--- src/sv/zol_pkg.sv ---
`default_nettype none

package zol_pkg;

  localparam int unsigned TIME_W = 64;
  localparam int unsigned OFS_W  = 18;
  localparam int unsigned TYPE_W = 8;
  localparam int unsigned NUM_W  = 10;
  localparam int unsigned KIND_W = 3;
  localparam int unsigned STAT_W = 2;

  localparam int unsigned IN_DATA_W  = 96;
  localparam int unsigned OUT_DATA_W = 96;

  localparam logic signed [TIME_W-1:0] TIME_MIN = {1'b1, {(TIME_W-1){1'b0}}};
  localparam logic signed [TIME_W-1:0] TIME_MAX = {1'b0, {(TIME_W-1){1'b1}}};

  typedef enum logic [KIND_W-1:0] {
    KIND_LOAD_TRANS = 3'd0,
    KIND_LOAD_OFS   = 3'd1,
    KIND_TO_LOCAL   = 3'd2,
    KIND_TO_UTC     = 3'd3,
    KIND_CLEAR      = 3'd4
  } kind_e;

  typedef enum logic [STAT_W-1:0] {
    ST_OK       = 2'd0,
    ST_MERGED   = 2'd1,
    ST_FULL     = 2'd2,
    ST_BAD_TYPE = 2'd3
  } status_e;

  typedef enum logic [3:0] {
    S_IDLE,
    S_EXEC,
    S_CHK_LO,
    S_CHK_HI,
    S_SRCH_RD,
    S_SRCH_CMP,
    S_TYPE_RD,
    S_OFS,
    S_APPLY,
    S_DONE
  } state_e;

  typedef struct packed {
    logic trans_we;
    logic ofs_we;
  } store_ctl_t;

endpackage

`default_nettype wire

--- src/sv/zol_arith.sv ---
`default_nettype none

module zol_arith (
  input  logic signed [zol_pkg::TIME_W-1:0] a_i,
  input  logic signed [zol_pkg::TIME_W-1:0] b_i,
  input  logic                              sub_i,
  output logic signed [zol_pkg::TIME_W-1:0] sum_o,
  output logic                              lt_o
);
  import zol_pkg::*;

  logic [TIME_W:0] a_ext;
  logic [TIME_W:0] b_ext;
  logic [TIME_W:0] b_op;
  logic [TIME_W:0] full;

  assign a_ext = {a_i[TIME_W-1], a_i};
  assign b_ext = {b_i[TIME_W-1], b_i};
  assign b_op  = b_ext ^ {(TIME_W+1){sub_i}};
  assign full  = a_ext + b_op + {{TIME_W{1'b0}}, sub_i};

  // exact sign of a - b in subtract mode
  assign lt_o = full[TIME_W];

  always_comb begin
    if (full[TIME_W] != full[TIME_W-1]) begin
      sum_o = full[TIME_W] ? TIME_MIN : TIME_MAX;
    end else begin
      sum_o = full[TIME_W-1:0];
    end
  end

endmodule

`default_nettype wire

--- config.mk ---
export PLATFORM = sky130hd
export DESIGN_NAME = zol_arith
export DESIGN_NICKNAME = d
export VERILOG_FILES = /design/src/sv/zol_pkg.sv /design/src/sv/zol_arith.sv
export SDC_FILE = /design/constraint.sdc
export NUM_CORES = 1
export LEC_CHECK = 0
export BUFFER_PORTS_ARGS = -buffer_cell sky130_fd_sc_hd__buf_2
export CORE_MARGIN = 4
export CORE_UTILIZATION = 38
export DETAILED_ROUTE_END_ITERATION = 6
export PLACE_DENSITY = 0.65
export SYNTH_ARGS = -nofsm -noshare
export SYNTH_HDL_FRONTEND = slang
export SYNTH_SLANG_ARGS = --single-unit
export TNS_END_PERCENT = 5
--- constraint.sdc ---
create_clock -name vclk -period 8.1
set_input_delay 1.215 -clock vclk [all_inputs]
set_output_delay 1.215 -clock vclk [all_outputs]
set_load 0.02 [all_outputs]
-- Yosys cells after proc, flatten, opt, wreduce, memory -nomap -nowiden
Cells that the tools add are included.
- RAM bits: 0
- bits of input ports: 129
- bits in latches: 0
- logic and storage cells: 6
- output and inout bits: 65
- register bits: 0
- memory bits (read-only): 0
- memories kept: 0
- multiply operators: 0
- add/sub/neg operators: 2
- bitwise operators: 1
- mux-type cells: 2
- divide/modulo/power cells: 0
- eq/ne operators: 1
- shift operators: 0
- order comparisons: 0
- reductions and logical operators: 0
- operator list (kind ; count):
    64-bit two-way mux ; 2
    65-bit by 1-bit adder with 65-bit output ; 1
    65-bit adder ; 1
    65-bit bitwise XOR ; 1
    1-bit inequality test ; 1

-- Logic depth before layout (Yosys ltp)
Gate-level depths: netlist of the first run.
- depth after elaboration: 5
- gate-level depth with buffers: 18
- gate-level depth less buffers: 13

-- Worst setup path after synthesis of the first run
No wires, ideal clock.
- kind: input -> output
- start: input sub_i
- end: output sum_o[62] in the netlist's numbering
- arrival: 4927 ps
- stages on the path: 15
- data required time: 6885 ps
- buffers on the path: 3
- slack: 1958 ps
- path through: buf_2 > buf_1 > xor2_1 > ha_1 > buf_2 > a211oi_1 > o211ai_1 > a21o_1 > o211a_1 > a21boi_0 > o31ai_1 > a2111oi_0 > o31ai_1 > xnor2_1 > a21oi_1
- cells in the longest elaborated chain, start to end: 5
- elaborated cells on any way between the ends: 6
- classes of those cells: 2 x add/sub; 1 x eq/ne; 2 x mux; 1 x bitwise
- RTL lines (element ; RTL line ; text):
    from (decl) ; zol_arith.sv:6 ; input logic sub_i,
    65-bit bitwise XOR ; zol_arith.sv:19 ; assign b_op = b_ext ^ {(TIME_W+1){sub_i}};
    65-bit adder ; zol_arith.sv:20 ; assign full = a_ext + b_op + {{TIME_W{1'b0}}, sub_i};
    65-bit by 1-bit adder with 65-bit output (*) ; zol_arith.sv:20 ;
    64-bit two-way mux / 1-bit inequality test (equally long branches) ; zol_arith.sv:27, zol_arith.sv:26 ;
    64-bit two-way mux (*) ; zol_arith.sv:26 ; if (full[TIME_W] != full[TIME_W-1]) begin
    to (decl) ; zol_arith.sv:7 ; output logic signed [zol_pkg::TIME_W-1:0] sum_o,
Mark *: on every way between the ends. The rest lies on a longest branch, timed or not.

-- Worst setup path in the final report of the first run
- start: input sub_i
- end: output sum_o[60] in the netlist's numbering
The elaborated chain is that of the path after synthesis.

==> impl_metrics.toml, run 1 <==
[run_status]
status = "finished clean"

[cells_and_area]
final_layout_size_suffix_gt1_frac = 0.2432
seq_area_um2 = 0
clkbuf_count = 0
antenna_cells = 0
layout_commonest_cell = "buf_2"
areaGrowthSynthToFinish_pct = 22.39
n_fill_cell = 1366
fin_nets = 1083
flops_and_latches = 0
most-common-layout-cells = "buf_2, a21oi_1, xor2_1"

[route]
wl_per_cell_um = 15.18
drt_iter0_drc = 403
drt_wl_total_um = 16090
drtAntennaViolNets = 0
post-route-drc-count = 0
vias = 5817
drt_pass1_iterations = 5
vias_per_cell = 5.488

[sta]
min_period_ns = 7.317
fin_crit_sh = 0.9033
worst_pin_slew_ns = 1.039
setup_violations = 0
clock.fmax_mhz = 136.7
hold_viol = 0
rsz0062_at_grt = "no"
slew_headroom = 0.3046
tns_ns = 0
slew_viol_final = 0
setup_ws_ns = 0.7832

[global_route]
grt_max_degree = 57
grt_overflow = 0
grt_pass1_vias = 5654
antenna_found_initial = 0
gr-usage-all-layers = 0.2046
grt_pass1_wl_um = 26000

[yosys]
synthTopCellsByArea = "ha_1, xor2_1, a21oi_1, xnor2_1, o21ai_0"
synthAdderAreaFrac = 0.1784
seq_area_frac_synth = 0
postSynthCellCount = 729
synth_top_family_by_area = "compound AO/OA/AOI/OAI gates"
synth_compound_area_frac = 0.3635
synth.avg_cell_area_um2 = 6.685
synth-xor-area-share = 0.2228
synth_top_area_frac = 0.1617
muxShareOfSynthArea = 0.006675
ys_warn_count = 0
yosys.area_share.simple = 0.1738
yosysTopAreaCell = "ha_1"
ys_types = 59
syn_area_um2 = 4873
syn-num-nets = 922

[power]
total_power_uw = 1010
p_leak_uw = 0.002828
power_density_nw_per_um2 = 169.3
vdd_drop_max_mv = 0.1037

[critical_path]
path_class = "in -> out"
start_kind = "input port"
arrival_ns = 6.10
setup.worst_path.end_class = "primary output"
path_max_fanout = 56
cp_data_required_time_ns = 6.88

[floorplan]
die_area_um2 = 14700
io_pins = 194
num_rows = 41
die_h_um = 121.2
die_width_um = 121.2
core_region_area_um2 = 12570
start_util = 0.3878

[clock_network]
holdBufCountCts = 0
post_cts_resized = 0
cts_setup_buffers = 0

[place]
io_buffer_count = 194
gp_congestion = 0.9255
dpl.hpwl_um = 13450
pre_cts_slack_ns = 0.7880

[min_path]
hp-class = "in -> out"

[run]
drv_cap = 0
-- logic make-up (layout without fill, tap and decap cells) --
logic type / after synthesis / after routing
AO/OA/AOI/OAI: 289 / 289
XOR/XNOR: 124 / 124
adder cells (fa/ha/maj): 70 / 70
buffers and inverters: 66 / 225
multiplexers: 2 / 2
AND/OR/NAND/NOR: 178 / 178
-- layer usage --
metal	wire [um]	share of wire	vias up	GRT usage
li1	-	-	2966	-
met5	0	0	-	0
met4	121	0.0075	0	0.01891
met2	7681	0.48	213	0.3710
met3	1178	0.073	16	0.02051
met1	7112	0.44	2622	0.2716
-- critical path, stage by stage --
cell and delay [ns]:
buf_4 0.36, buf_4 0.45, xor2_1 0.19, ha_1 0.34, a21o_1 0.21, a21o_1 0.18, a221oi_1 0.42, o21ai_0 0.13
a31oi_1 0.25, o21ai_1 0.21, a21boi_0 0.42, o32ai_2 0.17, buf_4 0.22, nand2_2 0.77, o21ai_0 0.30, buf_2 0.25
-- report_power, final --
group	internal (uW)	switching [uW]
Combinational	373	637
Clock	0	0
Sequential	0	0
Total	373	637
-- synth_stat cells (14+ instances only) --
| cell | number |
|---|---|
| a21o_1 | 32 |
| a21oi_1 | 127 |
| buf_2 | 14 |
| clkbuf_1 | 20 |
| ha_1 | 63 |
| inv_1 | 25 |
| nand2_1 | 58 |
| nand4_1 | 16 |
| nor2_1 | 47 |
| o21ai_0 | 54 |
| xnor2_1 | 42 |
| xor2_1 | 82 |
-- area by class of cell --
cell class | instances | area, um^2 | area share
multi-input combinational | 663 | 4624 | 0.7753
timing repair buffer | 200 | 1031 | 0.1729
tap | 172 | 215.2 | 0.03608
inverter | 25 | 93.84 | 0.01573
-- metrics by stage --
stage,instance area [um^2],utilization,cells,hold WS (ns)
finish,5964,0.4746,1060,2.887
detailed placement,5964,0.4746,1060,2.878
global placement,5964,0.4746,1060,2.876
floorplan,4873,-,729,2.665
global route,5964,0.4746,1060,2.902
CTS,5964,0.4746,1060,2.881
-- worst paths after layout --
check               from         to  cells past startpoint
setup / recovery   sub_i  sum_o[60]                     16
hold / removal    a_i[0]   sum_o[0]                      4
(Power assumes the default switching activity.)
==> inputs of run 2 (changes only) <==
Settings changed: GPL_ROUTABILITY_DRIVEN set to 0, PLACE_DENSITY 0.65 to unset, PLACE_DENSITY_LB_ADDON set to 0.08.
Clock period 8.1 ns to 8.4 ns, I/O delays scaled along.
==> run 2 against run 1 <==
Compared with the run above:
- combinational power fell by 4%
- highest routed layer unchanged
- via count up 0.15%
- core utilization unchanged
- total power shrank 4.2%
- largest power group unchanged
- die area unchanged
- first-iteration DRC count shrank 38%
- wire length is 0.41% lower
- global-route usage grew 0.11 points
- design area unchanged
- sequential share of layout area unchanged
==> impl_metrics.toml, run 2 (synthesis results as in run 1) <==
[sta]
worst_pin_slew_ns = 1.036
setup_violations = 0
tns_ns = 0
min_period_ns = 7.354
slew_headroom = 0.3072
clock.fmax_mhz = 136.0
fin_crit_sh = 0.8754
slew_viol_final = 0
rsz0062_at_grt = "no"
hold_viol = 0

[clock_network]
holdBufCountCts = 0
cts_setup_buffers = 0
post_cts_resized = 0

[cells_and_area]
fin_nets = 1083
instances_no_fill = 1060
areaGrowthSynthToFinish_pct = 22.39
most-common-layout-cells = "buf_2, a21oi_1, xor2_1"
clkbuf_count = 0
layout_commonest_cell = "buf_2"
antenna_cells = 0
finish.utilization = 0.4746
final_layout_size_suffix_gt1_frac = 0.2432
seq_area_um2 = 0
flops_and_latches = 0

[min_path]
hp-class = "in -> out"
min_from = "a_i[0]"

[critical_path]
cp_data_required_time_ns = 7.14
start_kind = "input port"
setup.worst_path.end_class = "primary output"
startpoint = "sub_i"
critPathMaxStageDelay_ns = 0.76
arrival_ns = 6.09
path_class = "in -> out"
path_delay_family = "compound AO/OA/AOI/OAI gates"
cp.depth = 16
crit_slowest_cell = "nand2_2"
path_max_fanout = 56
worstSetupEndpoint = "sum_o[60]"
worstPathCellList = "buf_4 > buf_12 > xor2_1 > ha_1 > a21o_1 > a21o_1 > a221oi_1 > o21ai_0 > a31oi_1 > o21ai_1 > a21boi_0 > o32ai_2 > buf_4 > nand2_2 > o21ai_0 > buf_2"
path_buf_inv = 4

[floorplan]
core_region_area_um2 = 12570
num_rows = 41
start_util = 0.3878
die_width_um = 121.2
die_h_um = 121.2
io_pins = 194
die_area_um2 = 14700

[route]
drtAntennaViolNets = 0
post-route-drc-count = 0
vias = 5826
drt_wl_total_um = 16030
drt_iter0_drc = 250
wl_per_cell_um = 15.12
vias_per_cell = 5.496
drt_pass1_iterations = 5

[global_route]
antenna_found_initial = 0
gr-usage-all-layers = 0.2057
grt_pass1_wl_um = 26070
grt_overflow = 0
grt_max_degree = 57
grt_pass1_vias = 5681

[run_status]
status = "finished clean"

[power]
p_leak_uw = 0.002830
power_density_nw_per_um2 = 162.2
vdd_drop_max_mv = 0.09770

[place]
dpl.hpwl_um = 13570
dp_cells = 1060
io_buffer_count = 194

[run]
drv_cap = 0
run 2: metal layers:
layer  wire length (um)  track usage
met5                  0            0
met4                157      0.02101
met3                954      0.01492
met2               7529       0.3637
met1               7386       0.2832
run 2: how the worst min path moves through the flow:
stage,end,slack [ns],cells after the start
after floorplan,sum_o[0],2.76,2
after global routing,sum_o[0],2.99,4
final,sum_o[0],2.97,4
after detailed placement,sum_o[0],2.98,4
after global placement,sum_o[0],2.96,4
after CTS,sum_o[0],2.98,4
run 2: per-stage QoR:
stage | instance area [um^2] | worst slack [ns] | power [uW] | hold WS (ns)
floorplan | 4873 | 2.168 | 684.0 | 2.755
detailed placement | 5964 | 1.047 | 963.7 | 2.980
global route | 5964 | 0.6260 | 1057 | 2.990
global placement | 5964 | 1.134 | 962.3 | 2.956
CTS | 5964 | 1.014 | 969.5 | 2.980
finish | 5964 | 1.046 | 967.2 | 2.972
run 2: cell type report:
type | instances | area (um^2)
fillers | 1342 | 6604
multi-input cells | 663 | 4624
repair buffers | 200 | 1031
well taps | 172 | 215.2
inverters | 25 | 93.84
run 2: power by group:
| part | internal [uW] | switching (uW) |
|---|---|---|
| registers | 0 | 0 |
| clock network | 0 | 0 |
| logic | 358 | 609 |
==> inputs of run 3 (changes only) <==
Settings changed: GPL_TIMING_DRIVEN set to 0.
==> run 3 against run 2 <==
Compared with the run above:
- flip-flop and latch count unchanged
- die area is the same
- via count up 0.31%
- combinational power increased by 0.8%
- cell count is 3.2% higher
- core utilization is 0.72 points higher
- critical path depth is 3 higher
- wire length rose by 2.5%
- non-clock buffer count is 34 higher
- hold slack got worse by 0.018 ns
==> impl_metrics.toml, run 3 (synthesis results as in run 1) <==
[route]
post-route-drc-count = 0
wl_per_cell_um = 15.02
drt_iter0_drc = 256
drt_pass1_iterations = 7
drtAntennaViolNets = 0
drt_wl_total_um = 16430
vias = 5844
vias_per_cell = 5.342

[global_route]
grt_max_degree = 11
grt_pass1_vias = 5687
gr-usage-all-layers = 0.2107
grt_overflow = 0
antenna_found_initial = 1
grt_pass1_wl_um = 26480

[sta]
setup_violations = 0
slew_viol_final = 0
hold_viol = 0
worst_pin_slew_ns = 0.8558
rsz0062_at_grt = "no"
tns_ns = 0
clock.fmax_mhz = 134.3
slew_headroom = 0.4147
fin_crit_sh = 0.8867
min_period_ns = 7.448

[floorplan]
start_util = 0.3878
die_h_um = 121.2
die_area_um2 = 14700
core_region_area_um2 = 12570
io_pins = 194
die_width_um = 121.2
num_rows = 41

[cells_and_area]
stdcell_area_um2 = 6055
n_fill_cell = 1415
seq_area_um2 = 0
antenna_cells = 0
areaGrowthSynthToFinish_pct = 24.24
fin_nets = 1117
final_layout_size_suffix_gt1_frac = 0.2397
most-common-layout-cells = "buf_2, a21oi_1, xor2_1"
layout_commonest_cell = "buf_2"
flops_and_latches = 0
clkbuf_count = 0

[critical_path]
cp_data_required_time_ns = 7.14
setup.worst_path.end_class = "primary output"
path_max_fanout = 10
arrival_ns = 6.19
path_class = "in -> out"
start_kind = "input port"

[power]
total_power_uw = 974.5
p_leak_uw = 0.002881
vdd_drop_max_mv = 0.07549
power_density_nw_per_um2 = 161.0

[min_path]
hp-class = "in -> out"

[run]
drv_cap = 0

[clock_network]
holdBufCountCts = 0
cts_setup_buffers = 0
post_cts_resized = 0

[place]
postPlaceCellArea_um2 = 6055
io_buffer_count = 193
dpl.hpwl_um = 13990

[run_status]
status = "finished clean"
==> run 3: changes by cell type in the layout (fill, tap and decap cells not counted) <==
cell / before / now
clkbuf_1: 0 / 20
buf_2: 193 / 207
buf_1: 0 / 6
buf_4: 6 / 0
buf_12: 1 / 0
clkbuf_2: 0 / 1
nand2_1: 57 / 58
nand2_2: 1 / 0
nor2_1: 46 / 47
nor2_4: 1 / 0
o32ai_1: 0 / 1
o32ai_2: 1 / 0
==> run 3: path summary, 6_finish.rpt <==
check              start   endpoint  cells past startpoint
hold / removal    a_i[0]   sum_o[0]                      4
setup / recovery   sub_i  sum_o[58]                     19
==> run 3: cell type report <==
cell class / instances / area, um^2 / share of cell area
Tap cell: 172 / 215.2 / 0.03554
Inverter: 25 / 93.84 / 0.01550
Timing Repair Buffer: 193 / 965.9 / 0.1595
Multi-Input combinational cell: 663 / 4607 / 0.7609
Buffer: 41 / 172.7 / 0.02852
==> run 3: worst max-delay path, stage by stage <==
cell	delay [ns]
buf_2	0.32
buf_1	0.67
xor2_1	0.15
ha_1	0.31
clkbuf_1	0.25
nand4_1	0.14
a21oi_1	0.14
o21ai_0	0.19
o211ai_1	0.37
a31oi_1	0.19
o21ai_1	0.37
a21boi_0	0.25
o32ai_1	0.37
buf_2	0.31
nand2_1	0.09
buf_2	0.21
buf_2	0.23
a21oi_1	0.16
buf_2	0.19
==> run 3: routing by layer <==
metal / wire length, um / global-route usage / share of wire / vias up
li1: - / - / - / 3047
met1: 7733 / 0.2878 / 0.47 / 2626
met2: 7614 / 0.3737 / 0.46 / 157
met3: 916 / 0.01818 / 0.056 / 12
met4: 160 / 0.02031 / 0.0097 / 2
met5: 7 / 0 / 0.00043 / -
==> run 3: through the flow <==
stage	setup slack, ns	hold slack [ns]	std cells	util
2_1_floorplan	2.168	2.755	729	-
3_3_place_gp	0.8761	2.958	1094	0.4817
3_5_place_dp	0.8337	2.960	1094	0.4817
4_1_cts	0.8250	2.960	1094	0.4817
5_1_grt	0.4393	2.988	1094	0.4817
6_report	0.9519	2.954	1094	0.4817
==> run 3: where the power goes <==
group | leakage, uW | switching [uW] | internal (uW)
combinational | 0.00288 | 616 | 359
sequential | 0 | 0 | 0
clock | 0 | 0 | 0
